`src/rtl/msms_pkg.sv`:
```
// shared types and constants for the min/max/sum stack
package msms_pkg;

   localparam int DEPTH    = 256;
   localparam int DATA_W   = 32;
   localparam int TOTAL_W  = 40;
   localparam int ENTRY_W  = 9;
   localparam int COUNT_W  = $clog2(DEPTH + 1);
   localparam int MODE_W   = 2;
   localparam int ERROR_W  = 2;

   localparam logic [MODE_W-1:0] MODE_PUSH  = 2'd0;
   localparam logic [MODE_W-1:0] MODE_POP   = 2'd1;
   localparam logic [MODE_W-1:0] MODE_CLEAR = 2'd2;

   localparam logic [ERROR_W-1:0] ERR_OK    = 2'd0;
   localparam logic [ERROR_W-1:0] ERR_FULL  = 2'd1;
   localparam logic [ERROR_W-1:0] ERR_EMPTY = 2'd2;

   localparam logic [COUNT_W-1:0] COUNT_FULL = COUNT_W'(DEPTH);

   typedef struct packed {
      logic signed [DATA_W-1:0] value;
      logic signed [DATA_W-1:0] max_val;
      logic signed [DATA_W-1:0] min_val;
   } entry_type;

   typedef struct packed {
      logic push;
      logic pop;
   } shift_type;

   typedef struct packed {
      logic [COUNT_W-1:0]        count;
      logic signed [TOTAL_W-1:0] total;
      logic [ERROR_W-1:0]        error;
   } status_type;

endpackage

```
`src/rtl/msms_cell.sv`:
```
// one stack entry: shifts down on push, up on pop
module msms_cell (
   input  logic                clock,
   input  msms_pkg::shift_type ctl,
   input  msms_pkg::entry_type from_above,
   input  msms_pkg::entry_type from_below,
   output msms_pkg::entry_type entry
);
   import msms_pkg::*;

   entry_type entry_ff;
   entry_type entry_in;

   always_comb begin
      entry_in = entry_ff;
      if (ctl.push) begin
         entry_in = from_above;
      end else if (ctl.pop) begin
         entry_in = from_below;
      end
   end

   always_ff @(posedge clock) begin
      entry_ff <= entry_in;
   end

   assign entry = entry_ff;

endmodule

```
`config.mk`:
```
export PLATFORM = sky130hd
export DESIGN_NAME = msms_cell
export DESIGN_NICKNAME = d
export VERILOG_FILES = /design/src/rtl/msms_pkg.sv /design/src/rtl/msms_cell.sv
export SDC_FILE = /design/constraint.sdc
export NUM_CORES = 1
export LEC_CHECK = 0
export BUFFER_PORTS_ARGS = -buffer_cell sky130_fd_sc_hd__buf_4
export CAP_MARGIN = 40
export CORE_AREA = 3 3 113 115
export CTS_CLUSTER_SIZE = 24
export DETAILED_ROUTE_END_ITERATION = 10
export DIE_AREA = 0 0 116 118
export GPL_ROUTABILITY_DRIVEN = 0
export HOLD_SLACK_MARGIN = 0.15
export PLACE_DENSITY_LB_ADDON = 0.05
export SLEW_MARGIN = 20
export SYNTH_ARGS = -nofsm -noshare
export SYNTH_HDL_FRONTEND = slang
export SYNTH_SLANG_ARGS = --single-unit
```
`constraint.sdc`:
```
create_clock -name clock -period 6.7 [get_ports clock]
set_clock_uncertainty 0.05 [all_clocks]
set_input_delay 1.34 -clock clock [delete_from_list [all_inputs] [get_ports clock]]
set_output_delay 1.34 -clock clock [all_outputs]
set_load 0.02 [all_outputs]
```
==> results of run 1 <==
## path summary, 6_finish.rpt
path,startpoint,end,slack [ps]
max,ctl[1],entry[90]$_DFFE_PP_,3380
min,from_above[87],entry[87]$_DFFE_PP_,1250
## layout make-up
cell class | instances | area, sq um | area share [%]
Multi-Input combinational cell | 97 | 1199 | 17.77
Clock buffer | 10 | 229.0 | 3.394
Clock inverter | 6 | 60.06 | 0.8902
Timing Repair Buffer | 292 | 2192 | 32.49
Sequential cell | 96 | 2883 | 42.73
Tap cell | 147 | 183.9 | 2.726
## metal layers
metal	up-vias	track usage [%]
li1	1384	-
met2	159	28.49
met1	1296	14.55
met5	-	0
met3	22	4.833
met4	0	7.107
## metrics by stage
stage	total power, uW	setup WS (ps)	util, %	hold slack, ps	std cells
after CTS	1631	3361	56.64	1242	648
after global placement	1134	3038	54.21	1591	632
after global routing	1676	3231	56.64	1243	648
final	1611	3381	56.64	1255	648
after detailed placement	1135	3005	54.21	1594	632
after floorplan	935.3	2322	-	1507	204
## kinds of logic after synthesis
family	count (synthesis)	synth area share, %
buffers and inverters	11	2.073
flip-flops	96	69.21
multiplexers	96	28.57
AND/OR/NAND/NOR	1	0.1503
## report_power, final
part           switching, uW  total, uW  internal, uW
Sequential              17.5        755           738
Combinational            163        360           197
Clock                    208        495           287
Total                    388       1610          1220
## cells in the mapped netlist
cell,number
buf_2,6
buf_6,5
edfxtp_1,96
mux2_2,67
mux2_4,29
or2_1,1
==> flow_summary.yaml, run 1 <==
global_routing:
  antenna_found_initial: 0
  grt_overflow: 0
  grtUsageTotal_pct: 15.18
  grt_pass1_vias: 2891
  grt_pass1_wl_mm: 15.52
  grt_max_degree: 53
clocking:
  cts_buffers: 9
  post_cts_buffers: 0
  root_buffer: "clkbuf_16"
  cts_hold_buf: 0
  path_clk_slew_ps: 70
  cts.sinks: 96
  cts.repair.resized: 0
  cts_htree_levels: 3
  cts_tree: "yes"
  clk_path_buf_depth: 2
drt:
  totalWireLength_mm: 11.11
  drc: 0
  dr.pass1.iters: 4
  drt_iter0_drc: 86
  wl_met3_mm: 1.131
  met1_length_mm: 3.603
  vias: 2861
  routed.top_layer: "met4"
  vias_per_cell: 4.415
  postRouteAntennaNets: 0
  met2_length_mm: 6.017
  post_drt_wl_per_cell_um: 17.14
die:
  die-width_um: 116
  coreArea_sq_um: 11910
  dieArea_sq_um: 13690
  initial_core_util_pct: 34.97
  die_h_um: 118
  io-pin-count: 291
  rows: 40
setup_path:
  worst-setup-path-type: "primary input to register"
  slowest_stage: "or2_4"
  worstPathMaxFanout: 51
  cp-start-kind: "primary input"
  path_cells: "buf_4 -> or2_4 -> buf_4"
  critical-path-max-stage-delay_ps: 660
  path_buf_inv: 2
  crit_arrival_ps: 3230
  critPathMostFrequentCell: "buf_4"
  cp_top_family: "buffers and inverters"
  end_kind: "register"
  worstPathRequired_ps: 6610
  crit_cells: 3
finish:
  largest_reg_flops: 96
  fillers: 1009
  stdcell_area_sq_um: 6746
  drive_gt1_share_pct: 80.44
  final_common_cell: "buf_4"
  antenna_cells: 0
  nets: 691
  final_cell_mix: "buf_4, edfxtp_1, mux2_2, mux2_4, clkbuf_16"
  area_growth_pct: 61.97
min_path:
  hold_path.class: "primary input to register"
  worstHoldPathCells: 2
sta:
  final.setup.tns_ps: 0
  drv_slew: 0
  worstMarginPinSlew_ps: 745.5
  rsz0062_at_grt: "no"
  slew_headroom_pct: 50.30
  period_share_pct: 49.53
  finalSetupViolCount: 0
  max_freq_mhz: 301.3
  fin_crit_ps: 3319
  final_hold_viol_count: 0
power_and_ir_drop:
  power.leakage_uw: 0.003025
  vdd_drop_max_mv: 0.09878
  p_per_area_nw_per_um2: 238.7
yosys:
  synth_top_cell_by_area: "edfxtp_1"
  avgSynthCellArea_sq_um: 20.42
  synthDistinctLibCells: 6
  postSynthCellCount: 204
  yosysWarnings: 0
  syn-cell-area_sq_um: 4165
  ys_seq_area_share_pct: 69.21
  synth_nets: 399
  synth_area_leaders: "edfxtp_1, mux2_2, mux2_4"
  yosys_register_bits: 96
  synth_top_cell_area_share_pct: 69.21
place:
  port_buffers: 290
  placedInstanceArea_sq_um: 6457
job:
  maxCapViolCount: 0
status:
  status: "finished clean"
Power figures use the tool's default switching activity.
==> inputs of run 2 (changes only) <==
Settings changed: ABC_AREA set to 1.
Clock period 6.7 ns to 3 ns, I/O delays scaled along.
==> run 2 against run 1 <==
Net effect: clock-buffer cell count fell by 1; synthesized area decreased by 1.1%; design area down 0.59%; critical path depth did not move; critical path type unchanged; combinational power increased by 120%.
==> flow_summary.yaml, run 2 <==
yosys:
  yosys_register_bits: 96
  syn-cell-area_sq_um: 4121
  synth_top_cell_area_share_pct: 69.95
  synth_top_cell_by_area: "edfxtp_1"
  async_flop_share_pct: 0
  synthDistinctLibCells: 7
  synth_edf_count: 96
  postSynthCellCount: 407
  yosysWarnings: 0
  synth.most_common_cell: "nand2_1"
  synth_area_leaders: "edfxtp_1, nand2_1, buf_2"
  synth_commonest_cells: "nand2_1, edfxtp_1, buf_2"
  ys_seq_area_share_pct: 69.95
  dominantRegCellSynth: "edfxtp_1"
  synth_nets: 602
  avgSynthCellArea_sq_um: 10.13
drt:
  met1_length_mm: 4.296
  vias_per_cell: 4.365
  drc: 0
  totalWireLength_mm: 12.53
  postRouteAntennaNets: 0
  vias: 3680
  routed.top_layer: "met4"
  post_drt_wl_per_cell_um: 14.86
  dr.pass1.iters: 4
  wl_met3_mm: 1.267
  met2_length_mm: 6.731
  drt_iter0_drc: 153
die:
  die_h_um: 118
  initial_core_util_pct: 34.60
  coreArea_sq_um: 11910
  rows: 40
  io-pin-count: 291
  dieArea_sq_um: 13690
  die-width_um: 116
clocking:
  cts_htree_levels: 3
  cts_hold_buf: 0
  path_clk_slew_ps: 60
  cts.sinks: 96
  root_buffer: "clkbuf_16"
  cts.repair.resized: 0
  clk_path_buf_depth: 2
  cts_tree: "yes"
  cts_buffers: 9
  post_cts_buffers: 0
power_and_ir_drop:
  finalPower_uw: 3678
  p_per_area_nw_per_um2: 548.5
  vdd_drop_max_mv: 0.2271
  power.leakage_uw: 0.003421
finish:
  fillers: 1057
  largest_reg_flops: 96
  final_cell_mix: "buf_4, nand2_1, edfxtp_1, clkbuf_16"
  stdcell_area_sq_um: 6706
  regArea_sq_um: 2883
  multi_input_area_sq_um: 1090
  nets: 886
  drive_gt1_share_pct: 44.54
  antenna_cells: 0
  final_common_cell: "buf_4"
  area_growth_pct: 62.72
global_routing:
  grtUsageTotal_pct: 17.52
  grt_max_degree: 75
  antenna_found_initial: 0
  grt_overflow: 0
  grt_pass1_wl_mm: 18.17
  grt_pass1_vias: 3583
sta:
  whs_ps: 479.6
  finalSetupViolCount: 0
  fin_ws_ps: 1337
  final.setup.tns_ps: 0
  worstMarginPinSlew_ps: 693.2
  drv_slew: 0
  period_share_pct: 55.42
  final_hold_viol_count: 0
  rsz0062_at_grt: "no"
  max_freq_mhz: 601.5
  slew_headroom_pct: 53.79
  fin_crit_ps: 1663
place:
  port_buffers: 290
  dpl.hpwl_mm: 9.695
  placedInstanceArea_sq_um: 6395
  pre_cts_slack_ps: 958.4
setup_path:
  slowest_stage: "buf_4"
  path_cells: "buf_4 -> or2_4 -> buf_4"
  end_kind: "register"
  crit_start: "ctl[1]"
  worstPathMaxFanout: 44
  crit_arrival_ps: 1580
  critPathMostFrequentCell: "buf_4"
  worst-setup-path-type: "primary input to register"
  cp-start-kind: "primary input"
  worstPathRequired_ps: 2920
  critical-path-max-stage-delay_ps: 470
min_path:
  hold_path.class: "primary input to register"
  worstHoldStart: "from_below[65]"
job:
  maxCapViolCount: 0
status:
  status: "finished clean"
==> run 2: cell types whose count changed after synthesis, sizes merged <==
cell   previous run  this run
buf              11        21
inv               0         1
mux2             96         0
nand2             0       288
==> run 2: area by class of cell <==
cell class                      count  share of cell area (%)
Tap cell                          147                   2.743
Multi-Input combinational cell    289                   16.25
Timing Repair Buffer              294                   33.28
Sequential cell                    96                   42.99
Clock inverter                      7                   1.287
Inverter                            1                 0.09328
Clock buffer                        9                   3.358
==> run 2: cells by family (layout without fill, tap and decap cells) <==
group | after synthesis | in the layout | synth area share, %
buf+inv | 22 | 311 | 3.673
flops | 96 | 96 | 69.95
simple gates | 289 | 289 | 26.38
==> run 2: routing by layer <==
metal	track usage [%]	up-vias
li1	-	1871
met5	0	-
met4	7.252	0
met1	18.24	1620
met2	32.41	175
met3	4.730	14
==> run 2: worst paths after layout <==
kind	to	cells past startpoint	slack, ps
max	entry[60]$_DFFE_PP_	3	1340
min	entry[65]$_DFFE_PP_	3	480
==> run 2: where the power goes <==
group / internal (uW) / total (uW) / leakage (uW) / switching, uW
Clock: 723 / 1190 / 0.000154 / 466
Sequential: 1650 / 1690 / 0.000989 / 44.5
Combinational: 383 / 797 / 0.00228 / 414
==> run 2: critical path: cells and delay by family <==
family / cells / cell delay [ps]
buffers and inverters: 2 / 740
AND/OR/NAND/NOR: 1 / 200
==> run 2: through the flow <==
step | utilization, % | instances
finish | 56.30 | 843
global route | 56.30 | 843
detailed placement | 53.69 | 827
floorplan | - | 407
global placement | 53.52 | 826
CTS | 56.30 | 843
