<file path="src/rtl/msms_pkg.sv">
// shared types and constants for the min/max/sum stack
package msms_pkg;

   localparam int DEPTH    = 256;
   localparam int DATA_W   = 32;
   localparam int TOTAL_W  = 40;
   localparam int ENTRY_W  = 9;
   localparam int COUNT_W  = $clog2(DEPTH + 1);
   localparam int MODE_W   = 2;
   localparam int ERROR_W  = 2;

   localparam logic [MODE_W-1:0] MODE_PUSH  = 2'd0;
   localparam logic [MODE_W-1:0] MODE_POP   = 2'd1;
   localparam logic [MODE_W-1:0] MODE_CLEAR = 2'd2;

   localparam logic [ERROR_W-1:0] ERR_OK    = 2'd0;
   localparam logic [ERROR_W-1:0] ERR_FULL  = 2'd1;
   localparam logic [ERROR_W-1:0] ERR_EMPTY = 2'd2;

   localparam logic [COUNT_W-1:0] COUNT_FULL = COUNT_W'(DEPTH);

   typedef struct packed {
      logic signed [DATA_W-1:0] value;
      logic signed [DATA_W-1:0] max_val;
      logic signed [DATA_W-1:0] min_val;
   } entry_type;

   typedef struct packed {
      logic push;
      logic pop;
   } shift_type;

   typedef struct packed {
      logic [COUNT_W-1:0]        count;
      logic signed [TOTAL_W-1:0] total;
      logic [ERROR_W-1:0]        error;
   } status_type;

endpackage

</file>
<file path="src/rtl/msms_ctrl.sv">
// handshake, entry count, running total and the new top entry
module msms_ctrl (
   input  logic                            clock,
   input  logic                            reset,
   input  logic                            req_valid,
   output logic                            req_stall,
   input  logic [msms_pkg::MODE_W-1:0]     req_mode,
   input  logic signed [msms_pkg::DATA_W-1:0] req_value,
   output logic                            rsp_valid,
   input  logic                            rsp_stall,
   input  msms_pkg::entry_type             top_entry,
   output msms_pkg::entry_type             new_entry,
   output msms_pkg::shift_type             ctl,
   output msms_pkg::status_type            status
);
   import msms_pkg::*;

   logic                      rsp_valid_ff, rsp_valid_in;
   logic [COUNT_W-1:0]        count_ff, count_in;
   logic signed [TOTAL_W-1:0] total_ff, total_in;
   logic [ERROR_W-1:0]        error_ff, error_in;
   logic                      req_fire, empty, full;

   // a new word only enters once the pending result is free to move
   assign req_stall = rsp_valid_ff & rsp_stall;
   assign req_fire  = req_valid & ~req_stall;
   assign empty     = (count_ff == '0);
   assign full      = (count_ff == COUNT_FULL);

   always_comb begin
      new_entry.value   = req_value;
      new_entry.max_val = req_value;
      new_entry.min_val = req_value;
      if (!empty && top_entry.max_val > req_value) new_entry.max_val = top_entry.max_val;
      if (!empty && top_entry.min_val < req_value) new_entry.min_val = top_entry.min_val;
   end

   always_comb begin
      ctl.push = 1'b0;
      ctl.pop  = 1'b0;
      count_in = count_ff;
      total_in = total_ff;
      error_in = error_ff;
      if (req_fire) begin
         error_in = ERR_OK;
         unique case (req_mode)
            MODE_PUSH: begin
               if (full) begin
                  error_in = ERR_FULL;
               end else begin
                  ctl.push = 1'b1;
                  count_in = count_ff + 1'b1;
                  total_in = total_ff
                           + {{(TOTAL_W-DATA_W){req_value[DATA_W-1]}}, req_value};
               end
            end
            MODE_POP: begin
               if (empty) begin
                  error_in = ERR_EMPTY;
               end else begin
                  ctl.pop  = 1'b1;
                  count_in = count_ff - 1'b1;
                  total_in = total_ff
                           - {{(TOTAL_W-DATA_W){top_entry.value[DATA_W-1]}},
                              top_entry.value};
               end
            end
            MODE_CLEAR: begin
               count_in = '0;
               total_in = '0;
            end
            default: begin
            end
         endcase
      end
   end

   always_comb begin
      rsp_valid_in = rsp_valid_ff;
      if (req_fire) begin
         rsp_valid_in = 1'b1;
      end else if (rsp_valid_ff && !rsp_stall) begin
         rsp_valid_in = 1'b0;
      end
   end

   always_ff @(posedge clock) begin
      if (reset) begin
         rsp_valid_ff <= 1'b0;
         count_ff     <= '0;
         total_ff     <= '0;
         error_ff     <= ERR_OK;
      end else begin
         rsp_valid_ff <= rsp_valid_in;
         count_ff     <= count_in;
         total_ff     <= total_in;
         error_ff     <= error_in;
      end
   end

   assign rsp_valid     = rsp_valid_ff;
   assign status.count  = count_ff;
   assign status.total  = total_ff;
   assign status.error  = error_ff;

`ifndef NO_ASSERTIONS
   a_push_grows: assert property (@(posedge clock) disable iff (reset)
      (req_fire && req_mode == MODE_PUSH && !full)
      |=> count_ff == COUNT_W'($past(count_ff) + 1'b1))
      else $error("push did not grow the stack");

   a_stall_needs_rsp: assert property (@(posedge clock) disable iff (reset)
      req_stall |-> rsp_valid_ff)
      else $error("input stalled with no pending result");

   a_full_flag: assert property (@(posedge clock) disable iff (reset)
      (rsp_valid_ff && error_ff == ERR_FULL) |-> full)
      else $error("full error while stack not full");

   a_empty_total: assert property (@(posedge clock) disable iff (reset)
      empty |-> total_ff == '0)
      else $error("nonzero total on empty stack");

   a_count_range: assert property (@(posedge clock) disable iff (reset)
      req_fire |=> count_ff <= COUNT_FULL)
      else $error("entry count beyond depth");
`endif

endmodule
</file>
<file path="config.mk">
export PLATFORM = sky130hd
export DESIGN_NAME = msms_ctrl
export DESIGN_NICKNAME = d
export VERILOG_FILES = /design/src/rtl/msms_pkg.sv /design/src/rtl/msms_ctrl.sv
export SDC_FILE = /design/constraint.sdc
export NUM_CORES = 1
export LEC_CHECK = 0
export BUFFER_PORTS_ARGS = -buffer_cell sky130_fd_sc_hd__buf_2
export CORE_MARGIN = 4
export CORE_UTILIZATION = 46
export DETAILED_ROUTE_END_ITERATION = 16
export GPL_TIMING_DRIVEN = 0
export PLACE_DENSITY_LB_ADDON = 0.2
export SYNTH_ARGS = -nofsm -noshare
export SYNTH_HDL_FRONTEND = slang
export SYNTH_SLANG_ARGS = --single-unit
</file>
<file path="constraint.sdc">
create_clock -name clock -period 5.8 [get_ports clock]
set_input_delay 1.74 -clock clock [delete_from_list [all_inputs] [get_ports clock]]
set_output_delay 1.74 -clock clock [all_outputs]
set_load 0.05 [all_outputs]
</file>
==> impl_table.tex <==
\begin{tabular}{lr}
\hline
Metric & Value \\
\hline
\multicolumn{2}{l}{\textbf{Run status}} \\
\quad Result of the run & finished with violations \\
\quad Violations in the final reports & negative setup slack \\
\multicolumn{2}{l}{\textbf{STA}} \\
\quad Min setup slack post-route & -565 ps \\
\quad Final Cycle Share & 1.10 \\
\quad Final Hold Fails & 0 \\
\quad Clock Skew & 11.1 ps \\
\quad Number of max-slew violations in the final report & 0 \\
\quad Achievable clock frequency & 0.157 GHz \\
\quad Relative slew margins & 0.292 \\
\quad TNS Setup & -23340 ps \\
\quad RSZ-0062 raised after global routing & yes \\
\quad Final number of setup-violating endpoints & 67 \\
\quad Final worst path period need & 6360 ps \\
\quad Slew @ Worst Pin & 1050 ps \\
\multicolumn{2}{l}{\textbf{Final layout}} \\
\quad Filler cell count in the final layout & 1144 \\
\quad Area occupied by multi-input gates & 6720 um\^{}2 \\
\quad Area growth from synthesis to final layout & 55.8\% \\
\quad Final net count & 1563 \\
\quad Final Non-Filler Cells & 1536 \\
\quad Ratio of cells with drive above 1 in the final layout & 0.423 \\
\quad Sequential Area & 1040 um\^{}2 \\
\multicolumn{2}{l}{\textbf{GRT}} \\
\quad Initial antenna violation count & 4 \\
\quad All-Layer GR Usage & 0.334 \\
\quad Wire length of the first global-routing pass & 48900 um \\
\quad Vias in the first global route & 9022 \\
\quad Largest net degree at the start of global routing & 20 \\
\quad Global-route congestion overflow total & 0 \\
\multicolumn{2}{l}{\textbf{Place}} \\
\quad Post-placement cell count & 1483 \\
\quad Input/output buffers & 281 \\
\quad Post-detail-place hpwl & 21200 um \\
\quad Final weighted congestion in routability-driven placement & 0.951 \\
\multicolumn{2}{l}{\textbf{Routing}} \\
\quad First-pass iteration count of the detailed router & 6 \\
\quad Vias after detailed routing & 9463 \\
\quad Average detailed-routed wire length per instance & 23.9 um \\
\quad Total Routed Length & 36600 um \\
\quad Number of DRC markers after the initial detailed-route iteration & 794 \\
\quad ANT nets after route & 0 \\
\quad \# DRC & 0 \\
\quad Vias/cell & 6.16 \\
\multicolumn{2}{l}{\textbf{Power}} \\
\quad Worst voltage drop across the vdd grid & 0.178 mV \\
\quad Power density relative to cell area & 210 nW/um\^{}2 \\
\quad Reported leakage power & 0.00569 uW \\
\multicolumn{2}{l}{\textbf{Synth}} \\
\quad Syn\_nets & 1232 \\
\quad Dominant combinational cell family by area after synthesis & compound AO/OA/AOI/OAI gates \\
\quad Cell variety after synth & 61 \\
\quad Complex-gate fraction of the synthesized area & 0.226 \\
\quad Number of warnings issued by yosys & 0 \\
\quad Simple-gate share of the synthesized area & 0.191 \\
\quad Xor-xnor portion of the synthesized cell area & 0.0793 \\
\quad Count of mapped cells out of synthesis & 986 \\
\quad Synth Area per Inst & 7.62 um\^{}2 \\
\quad Portion of netlist area occupied by mux cells & 0.0998 \\
\quad Post-Syn Area & 7510 um\^{}2 \\
\quad Share of the yosys chip area belonging to registers & 0.139 \\
\quad Area share of fa/ha/maj cells after synthesis & 0.189 \\
\quad Post-synthesis cell type with the largest combined area & ha\_1 \\
\quad Proportion of register bits with asynchronous set or reset after synthesis & 0 \\
\quad Count of flip-flops with a built-in enable after synthesis & 0 \\
\quad Ys flop type & dfxtp\_1 \\
\quad Cells taking the most area after synthesis & ha\_1 18\%, dfxtp\_1 14\%, mux2\_2 9.4\% \\
\quad Post-synth top area share & 0.183 \\
\quad Count of state elements after synthesis & 52 \\
\multicolumn{2}{l}{\textbf{Floorplan}} \\
\quad Die Y & 136 um \\
\quad Number of cell rows & 46 \\
\quad Floorplan die width & 136 um \\
\quad Die area & 18400 um\^{}2 \\
\quad Total I/O pin count & 285 \\
\quad Initial core utilization & 0.471 \\
\quad Core Box Area & 15900 um\^{}2 \\
\multicolumn{2}{l}{\textbf{CTS}} \\
\quad Number of sinks on the clock net & 52 \\
\quad TritonCTS buffer count & 5 \\
\quad Clock-pin transition on the worst setup and hold timing paths & 80 ps \\
\quad Clock insertion delay at the later pin of the skew report & 310 ps \\
\quad Clock tree from TritonCTS & done \\
\quad Root Driver & clkbuf\_16 \\
\quad CTS hold repair buffers & 0 \\
\quad \# H-tree levels & 2 \\
\quad Clock Path Buffers & 2 \\
\multicolumn{2}{l}{\textbf{Setup path}} \\
\quad Number of cells on the critical path & 13 \\
\quad CP cell instances & buf\_12 -> inv\_6 -> ha\_4 -> nand4\_1 -> nor3\_2 -> o211ai\_1 -> a31o\_4 -> a21o\_1 -> a21oi\_4 -> buf\_12 -> clkbuf\_16 -> mux2\_4 -> buf\_8 \\
\quad Number of cells traversed by the worst register-to-register path & 9 \\
\quad Setup crit start kind & primary input \\
\quad R2r setup slk & 2170 ps \\
\quad Critical path's top delay family & compound AO/OA/AOI/OAI gates \\
\quad Kind of end point of the critical path & output port \\
\quad Crit-path max FO & 8 \\
\quad Worst Path Required & 4060 ps \\
\quad Worst r2r dst & total\_ff[24] \\
\quad Crit-path max cell delay & 480 ps \\
\quad Critical setup path kind & in2out \\
\quad Most prevalent standard cell on the critical path & buf\_12 \\
\quad Slowest cell on the critical path & nor3\_2 \\
\quad Data arrival time of the critical path & 4620 ps \\
\quad Crit path buffers/inverters & 5 \\
\quad Beginning of the worst register-to-register path & count\_ff[5] \\
\quad Crit. Startpoint & req\_value[30] \\
\multicolumn{2}{l}{\textbf{Hold path}} \\
\quad Hold path startpoint & total\_ff[34] \\
\quad Cells on Worst Hold Path & 2 \\
\quad Worst hold endpoint & total\_ff[34] \\
\quad Type of the most critical hold path & reg2reg \\
\multicolumn{2}{l}{\textbf{Job}} \\
\quad Number of violations of the max-capacitance limit & 0 \\
\hline
\end{tabular}
[layout make-up]
class / count / share of cell area
clock inverter: 3 / 0.00246
multi-input combinational: 814 / 0.574
sequential: 52 / 0.0890
timing repair buffer: 326 / 0.231
tap: 216 / 0.0231
buffer: 66 / 0.0458
inverter: 52 / 0.0234
antenna: 2 / 0.000428
clock buffer: 5 / 0.0107
[stage by stage]
stage / hold WS, ps / area, um^2 / total power (uW) / util / setup slack (ps)
2_1_floorplan: 675 / 7570 / 1330 / - / -152
3_3_place_gp: 468 / 9250 / 1610 / 0.580 / -981
3_5_place_dp: 473 / 9250 / 1620 / 0.580 / -984
4_1_cts: 484 / 11100 / 2290 / 0.696 / -43.4
5_1_grt: 505 / 11700 / 2550 / 0.734 / -516
6_report: 483 / 11700 / 2460 / 0.734 / -565
[cells in the mapped netlist, drive strengths merged (5+ instances only)]
cell type and instances:
xnor2 47, and3 7, clkbuf 31, nor2b 9, o21ai 78, dfxtp 52
a21o 45, nor3 27, mux2 63, o21bai 9, a211oi 6, nand2 94
ha 110, nand3 28, nor2 72, o211ai 5, a21oi 78, a22oi 20
xor2 21, nor4 5, nand2b 9, buf 37, nand4 20, inv 52
[kinds of logic after synthesis]
family	Yosys count
compound gates	271
xor+xnor	68
fa+ha+maj	112
buf+inv	120
flops	52
mux	67
simple gates	296
[tightest hold or removal path, stage by stage, from the launching register on]
cell and delay [ps]:
dfxtp_1 330, nand2_1 50, o21ai_0 60
[how the worst max path moves through the flow]
stage | endpoint | slack (ps)
after floorplan | new_entry[34] | -150
after global placement | new_entry[17] | -980
after detailed placement | new_entry[17] | -980
after CTS | new_entry[62] | -40
after global routing | new_entry[17] | -520
final | new_entry[17] | -560
[where the power goes]
| group | internal (uW) | switching [uW] | leakage, uW |
|---|---|---|---|
| Combinational | 729 | 998 | 0.00519 |
| Clock | 167 | 164 | 0.0000767 |
| Sequential | 380 | 22.1 | 0.000423 |
[layer usage]
layer  GRT usage  wire (um)  vias up
met5           0         25        -
met4       0.177       3270        4
met3      0.0509       3550      292
met2       0.591      16900      668
met1       0.387      12900     4287
li1            -          -     4212
[flip-flops by register name (all words and copies together), names as in the netlist]
name	count
total_ff	40
count_ff	9
error_ff	2
rsp_valid	1
[layout by cell type (no fill, tap or decap), drive strengths merged, types with 3 or more instances in the layout]
cell | synthesis | routed
a211oi | 6 | 6
nand3 | 28 | 28
ha | 110 | 110
nor3 | 27 | 27
and3 | 7 | 7
a31oi | 4 | 4
a22o | 3 | 3
o211ai | 5 | 5
or4 | 4 | 4
mux2i | 4 | 4
nor3b | 4 | 4
buf | 37 | 357
dfxtp | 52 | 52
nand4 | 20 | 20
o21bai | 9 | 9
and4 | 3 | 3
o21a | 4 | 4
mux2 | 63 | 63
nand2 | 94 | 94
nand2b | 9 | 9
clkbuf | 31 | 40
or3 | 4 | 4
nor2b | 9 | 9
xor2 | 21 | 21
a22oi | 20 | 20
nor4 | 5 | 5
and2 | 4 | 4
o21ai | 78 | 78
a21oi | 78 | 78
a21o | 45 | 45
nor2 | 72 | 72
xnor2 | 47 | 47
inv | 52 | 53
[repair_timing]
item                                    in CTS  in global routing
resized for setup                          368                122
pin swaps                                   40                 25
endpoints found under the setup margin      74                 74
buffers inserted                            19                 21
cloned                                       6                  0
Note: power is estimated with default switching activity, not from simulation.
